===== config.mk =====
export PLATFORM = sky130hd
export DESIGN_NAME = spbc_isqrt
export DESIGN_NICKNAME = d
export VERILOG_FILES = /design/src/hw/rtl/spbc_pkg.sv /design/src/hw/rtl/spbc_isqrt.sv
export SDC_FILE = /design/constraint.sdc
export NUM_CORES = 2
export LEC_CHECK = 0
export BUFFER_PORTS_ARGS = -buffer_cell sky130_fd_sc_hd__buf_2
export CORE_MARGIN = 1
export CORE_UTILIZATION = 51
export CTS_BUF_LIST = sky130_fd_sc_hd__clkbuf_8
export CTS_CLUSTER_SIZE = 30
export DETAILED_ROUTE_END_ITERATION = 10
export PLACE_DENSITY = 0.66
export SYNTH_ARGS = -nofsm -noshare
export SYNTH_HDL_FRONTEND = slang
export SYNTH_MEMORY_MAX_BITS = 65536
export SYNTH_SLANG_ARGS = --single-unit

===== constraint.sdc =====
create_clock -name clk -period 6.46 [get_ports clk]
set_clock_uncertainty 0.1 [all_clocks]
set_input_delay 1.615 -clock clk [delete_from_list [all_inputs] [get_ports clk]]
set_output_delay 1.615 -clock clk [all_outputs]
set_load 0.01 [all_outputs]

===== src/hw/rtl/spbc_pkg.sv =====
package spbc_pkg;

  // pair kinds carried on in_tuser
  typedef enum logic [1:0] {
    FUNC_SPH_SPH   = 2'd0,
    FUNC_SPH_PLANE = 2'd1,
    FUNC_BOX_SPH   = 2'd2
  } func_t;

  localparam int CFG_IDX_W  = 2;
  localparam int REST_W     = 8;

  localparam logic [CFG_IDX_W-1:0] REG_REST_SPH = 2'd0;
  localparam logic [CFG_IDX_W-1:0] REG_REST_BOX = 2'd1;

  localparam logic [REST_W-1:0] REST_SPH_RST = 8'd128;
  localparam logic [REST_W-1:0] REST_BOX_RST = 8'd192;

endpackage


===== src/hw/rtl/spbc_isqrt.sv =====
module spbc_isqrt #(
  parameter int RTW = 34
) (
  input  logic               clk,
  input  logic               en,
  input  logic [2*RTW-1:0]   rad,
  output logic [RTW-1:0]     root
);
  import spbc_pkg::*;

  localparam int REMW = RTW + 3;

  logic [REMW-1:0]    rem_r  [RTW];
  logic [RTW-1:0]     root_r [RTW];
  logic [2*RTW-1:0]   rad_r  [RTW];

  // one result bit per stage, digit recurrence on the remainder
  for (genvar i = 0; i < RTW; i++) begin : g_stage
    logic [REMW-1:0]  rem_in;
    logic [REMW-1:0]  rem_sh;
    logic [REMW-1:0]  trial;
    logic [RTW-1:0]   root_in;
    logic [2*RTW-1:0] rad_in;

    if (i == 0) begin : g_first
      assign rem_in  = '0;
      assign root_in = '0;
      assign rad_in  = rad;
    end else begin : g_next
      assign rem_in  = rem_r[i-1];
      assign root_in = root_r[i-1];
      assign rad_in  = rad_r[i-1];
    end

    assign rem_sh = {rem_in[REMW-3:0], rad_in[2*RTW-1 -: 2]};
    assign trial  = {1'b0, root_in, 2'b01};

    always_ff @(posedge clk) begin
      if (en) begin
        if (rem_sh >= trial) begin
          rem_r[i]  <= rem_sh - trial;
          root_r[i] <= {root_in[RTW-2:0], 1'b1};
        end else begin
          rem_r[i]  <= rem_sh;
          root_r[i] <= {root_in[RTW-2:0], 1'b0};
        end
        rad_r[i] <= {rad_in[2*RTW-3:0], 2'b00};
      end
    end
  end

  assign root = root_r[RTW-1];

endmodule


Yosys cells after proc, flatten, opt, wreduce, memory -nomap -nowiden
Memory sizes are Yosys's and may differ from the RTL's.
Cells that the tools add are included.
{ "op_classes": {"shifts": 0, "eq_ne": 0, "mux": 274, "mul": 0, "addsub": 34, "n_reduce_logical": 0, "div": 0, "n_bitwise": 68, "magnitude_cmp": 34} }
{ "op_table": {"columns": ["operator", "count"], "rows": [
  ["37-bit two-way mux", 34],
  ["37-bit by 36-bit greater-or-equal comparator with 1-bit output", 33],
  ["37-bit by 36-bit subtractor with 37-bit output", 33],
  ["34-bit two-way mux", 34],
  ["1-bit two-way mux", 206],
  ["1-bit OR", 68],
  ["2-bit by 1-bit subtractor with 3-bit output, second input constant", 1],
  ["2-bit by 1-bit greater-or-equal comparator with 1-bit output, second input constant", 1]
]} }
{ "totals": {"mem_bits_rw": 4658, "elab_cells": 413, "regBits": 0, "latch_bits": 0, "mem_count": 3, "out_inout_bits": 34, "mem_bits_ro": 0, "input_bits": 70} }
{ "memory_table": {"columns": ["memory", "words", "width", "rd", "rd_ports_with_merged_regs", "wr", "line_no", "text"], "rows": [
  ["rad_r", 34, 66, 33, 0, 34, "spbc_isqrt.sv:15", "logic [2*RTW-1:0] rad_r [RTW];"],
  ["rem_r", 34, 37, 33, 0, 34, "spbc_isqrt.sv:13", "logic [REMW-1:0] rem_r [RTW];"],
  ["root_r", 34, 34, 34, 0, 34, "spbc_isqrt.sv:14", "logic [RTW-1:0] root_r [RTW];"]
]} }

Longest topological paths before layout
An unclocked memory read counts as a cell.
{ "logic_depth": {"ltp_word": 6, "depth_mapped": 16} }

Worst setup path before layout
Ideal clock, no wire load.
{ "synth_path": {"path_kind": "input-to-reg", "from": "input port en", "to": "memory rem_r[16][0] (netlist name), enable pin", "slack_ps": 1161, "t_arrival_ps": 4750, "path_stages": 6, "setup_time_ps": 448, "cell_sequence": "clkbuf_1 -> clkbuf_1 -> clkbuf_1 -> clkbuf_1 -> clkbuf_1 -> clkbuf_1"} }
{ "synth_lines": {"columns": ["item", "line_no", "text"], "rows": [
  ["from (decl)", "spbc_isqrt.sv:5", "input logic en,"],
  ["to (decl)", "spbc_isqrt.sv:13", null]
]} }

==> results.sh <==
export IMPL_powerDensity_nw_per_um2=343
export IMPL_rsz0062_at_grt="no"
export IMPL_routedWlPerCell_um=19.0
export IMPL_dieArea_sq_um=259000
export IMPL_ant_nets=0
export IMPL_cp_max_fo=57
export IMPL_top_usage_layer="met2"
export IMPL_clk_insertion_delay_late_ns=1.06
export IMPL_dpl_cell_count=13500
export IMPL_port_buffers=103
export IMPL_gp_congestion=0.912
export IMPL_grt_max_degree=187
export IMPL_endpoint_kind="register"
export IMPL_grt_ovfl_total=0
export IMPL_status="finished clean"
export IMPL_intPower_w=0.0348
export IMPL_grt_pass1_vias=78600
export IMPL_p_seq_frac=0.501
export IMPL_whs_ns=0.286
export IMPL_gr_usage_met2=0.367
export IMPL_numCtsBuffers=455
export IMPL_cp_depth=12
export IMPL_htreeDepth=5
export IMPL_cap_viol_max_count=0
export IMPL_syn_mean_instance_area_sq_um=12.9
export IMPL_hold_end="rad_r[11][57]"
export IMPL_ys_seq_elements=2819
export IMPL_maxSlewViolCount=0
export IMPL_hp_class="reg2reg"
export IMPL_rrSetupSlack_ns=1.56
export IMPL_nets=11300
export IMPL_arrival_ns=5.53
export IMPL_rr_worst_depth=12
export IMPL_core_sq_um=255000
export IMPL_crit_required_ns=7.09
export IMPL_ys_flop_type="edfxtp_1"
export IMPL_critPathLaunchType="register"
export IMPL_rows=185
export IMPL_timing_critical_path_buf_inv=1
export IMPL_clock_sinks=2819
export IMPL_path_class="reg2reg"
export IMPL_initial_utilization=0.515
export IMPL_cts_tree="yes"
export IMPL_leakage_nw=55.3
export IMPL_synth_fp_nets=10900
export IMPL_track_usage=0.209
export IMPL_dr_first_iter_drc_count=5722
export IMPL_instances_no_fill=14300
export IMPL_cp_top_family="compound AO/OA/AOI/OAI gates"
export IMPL_path_clk_slew_ns=0.06
export IMPL_clock_root_buffer="clkbuf_8"
export IMPL_p_switching_w=0.0146
export IMPL_max_stage_delay_ns=0.96
export IMPL_final_setup_tns_ns=0
export IMPL_r2r_end="rem_r[16][34]"
export IMPL_crit_reg2reg_launch="rem_r[15][40]"
export IMPL_yosysSeqAreaShare=0.645
export IMPL_finalSetupViolCount=0
export IMPL_worstMarginPinSlew_ns=1.27
export IMPL_worstHoldPathCells=0
export IMPL_grt_pass1_wl_um=429000
export IMPL_cts_resized=0
export IMPL_area_delta_synth_final_pct=9.99
export IMPL_swShare=0.296
export IMPL_combinationalPowerShare=0.209
export IMPL_clockPowerShare=0.290
export IMPL_synthesis_area_sq_um=131000
export IMPL_grt_use_met3=0.0302
export IMPL_max_clock_freq_mhz=204
export IMPL_synth_edf_count=2818
export IMPL_slew_limit_headroom=0.152
export IMPL_path_cells="ha_1, and3_1, o21a_1, o21ai_0, a2111oi_1, o2111ai_1, a31oi_1, a221oi_1, o21a_2, buf_4, a2111oi_0, xor2_1"
export IMPL_post_dp_hpwl_um=197000
export IMPL_drive_above_1_share=0.0840
export IMPL_vias=78700
export IMPL_postCtsSetupRepairBufs=0
export IMPL_vias_per_cell=5.51
export IMPL_die_x_um=509
export IMPL_antenna_found_initial=4
export IMPL_vdd_drop_max_uv=269
export IMPL_pin_count=104
export IMPL_die_y_um=509
export IMPL_async_reset_ff_frac=0
export IMPL_drc=0
export IMPL_use_met1=0.266
export IMPL_synth_distinct_cells=96
export IMPL_holdCritStartpoint="rad_r[10][55]"
export IMPL_cpMaxStageDelayCell="a2111oi_1"
export IMPL_min_period_ns=4.90
export IMPL_drt_total_wl_um=272000
export IMPL_ctsHoldBuffers=0
export IMPL_fin_crit_sh=0.759
export IMPL_dr_pass1_iters=6
export IMPL_hold_violations=0
export IMPL_cts_path_max_buffers=4
export IMPL_yosys_warnings=0
export IMPL_synth_cells=10200
## per-layer routing
layer  wire length [um]  vias up
met5                 20        -
met2             137000     1713
met4               7560        2
li1                   -    38400
met1             117000    38000
met3              11100      510
## metrics by stage
stage	util	total power [W]	setup WS, ns	cell area, sq um
detailed placement	0.533	0.0355	1.22	136000
global route	0.566	0.0522	1.14	144000
floorplan	-	0.0322	1.16	131000
CTS	0.566	0.0500	1.54	144000
global placement	0.533	0.0353	1.25	136000
finish	0.566	0.0495	1.56	144000
## worst register-to-register path, cell delays in order, from the launching register on
cell and delay (ns):
edfxtp_1 0.41, ha_1 0.38, and3_1 0.24, o21a_1 0.18, o21ai_0 0.21, a2111oi_1 0.96
o2111ai_1 0.26, a31oi_1 0.47, a221oi_1 0.19, o21a_2 0.29, buf_4 0.30, a2111oi_0 0.49
xor2_1 0.11
## sequential cells by signal, summed over array words and instances (netlist names)
signal and flops:
rad_r 1122, root_r 595, rem_r 1102
## cell type report
class / count / area, sq um
antenna: 5 / 12.5
clock buffer: 456 / 6280
fill: 20700 / 111000
timing repair buffer: 176 / 1250
inverter: 801 / 3010
clock inverter: 366 / 2160
multi-input combinational: 6302 / 42800
tap: 3366 / 4210
sequential: 2819 / 84600
## cells in the final DEF (no fill, tap or decap), types with 72 or more instances in the layout
master,instances
a21o_1,260
a21oi_1,473
buf_2,102
clkbuf_8,456
clkinv_1,124
clkinv_2,72
edfxtp_1,2818
ha_1,632
inv_1,921
nand2_1,790
nand2b_1,141
nand3_1,143
nand4_1,91
nor2_1,472
nor2b_1,87
nor3_1,267
nor4_1,132
o21a_1,103
o21ai_0,687
or3_1,134
xnor2_1,412
xor2_1,509
## worst max-delay path by stage
| stage | endpoint | from | slack, ns |
|---|---|---|---|
| after global routing | rem_r[16][34] | rem_r[15][40] | 1.14 |
| after detailed placement | rem_r[6][41] | en | 1.22 |
| after floorplan | rem_r[16][0] | en | 1.16 |
| final | rem_r[16][34] | rem_r[15][40] | 1.56 |
| after CTS | rem_r[16][34] | rem_r[15][40] | 1.54 |
| after global placement | rem_r[6][41] | en | 1.25 |
## cells by family (layout without fill, tap and decap cells)
kind of cell,Yosys count,count (layout),share of synthesized area
AO/OA/AOI/OAI,2014,2014,0.0947
XOR/XNOR,921,921,0.0614
adder cells (fa/ha/maj),632,632,0.0602
buffers and inverters,1034,1799,0.0298
flip-flops,2819,2819,0.645
multiplexers,89,89,0.00746
other,0,5,0
AND/OR/NAND/NOR,2646,2646,0.102
## synthesized netlist by cell type (27+ instances only)
master	number	share of area
nand3_1	143	0.0055
o21bai_1	50	0.0029
edfxtp_1	2818	0.64
o21ai_0	687	0.026
a21o_1	260	0.015
xor2_1	509	0.034
mux2_2	69	0.0059
or4_1	69	0.0039
o211ai_1	38	0.0022
ha_1	632	0.060
a31oi_1	52	0.0025
o31ai_1	54	0.0031
nor3_1	268	0.010
nand4_1	91	0.0043
nand2b_1	141	0.0067
clkbuf_1	206	0.0059
inv_1	796	0.023
and2_1	65	0.0031
o21a_1	104	0.0059
nor4_1	133	0.0063
nor2_1	473	0.014
a211oi_1	55	0.0031
or2_2	34	0.0016
a21oi_1	473	0.018
xnor2_1	412	0.027
nand3b_1	27	0.0015
or3_1	134	0.0064
nor2b_1	88	0.0042
and3_1	58	0.0028
nand2_1	790	0.023
## power groups by stage
stage / Sequential [W] / Combinational, W / Clock, W
2_1_floorplan: 0.0244 / 0.00787 / 0
3_5_place_dp: 0.0252 / 0.0103 / 0
4_1_cts: 0.0248 / 0.0104 / 0.0148
6_report: 0.0248 / 0.0104 / 0.0143
5_1_grt: 0.0250 / 0.0116 / 0.0156
3_3_place_gp: 0.0252 / 0.0101 / 0
(Power assumes the default switching activity.)
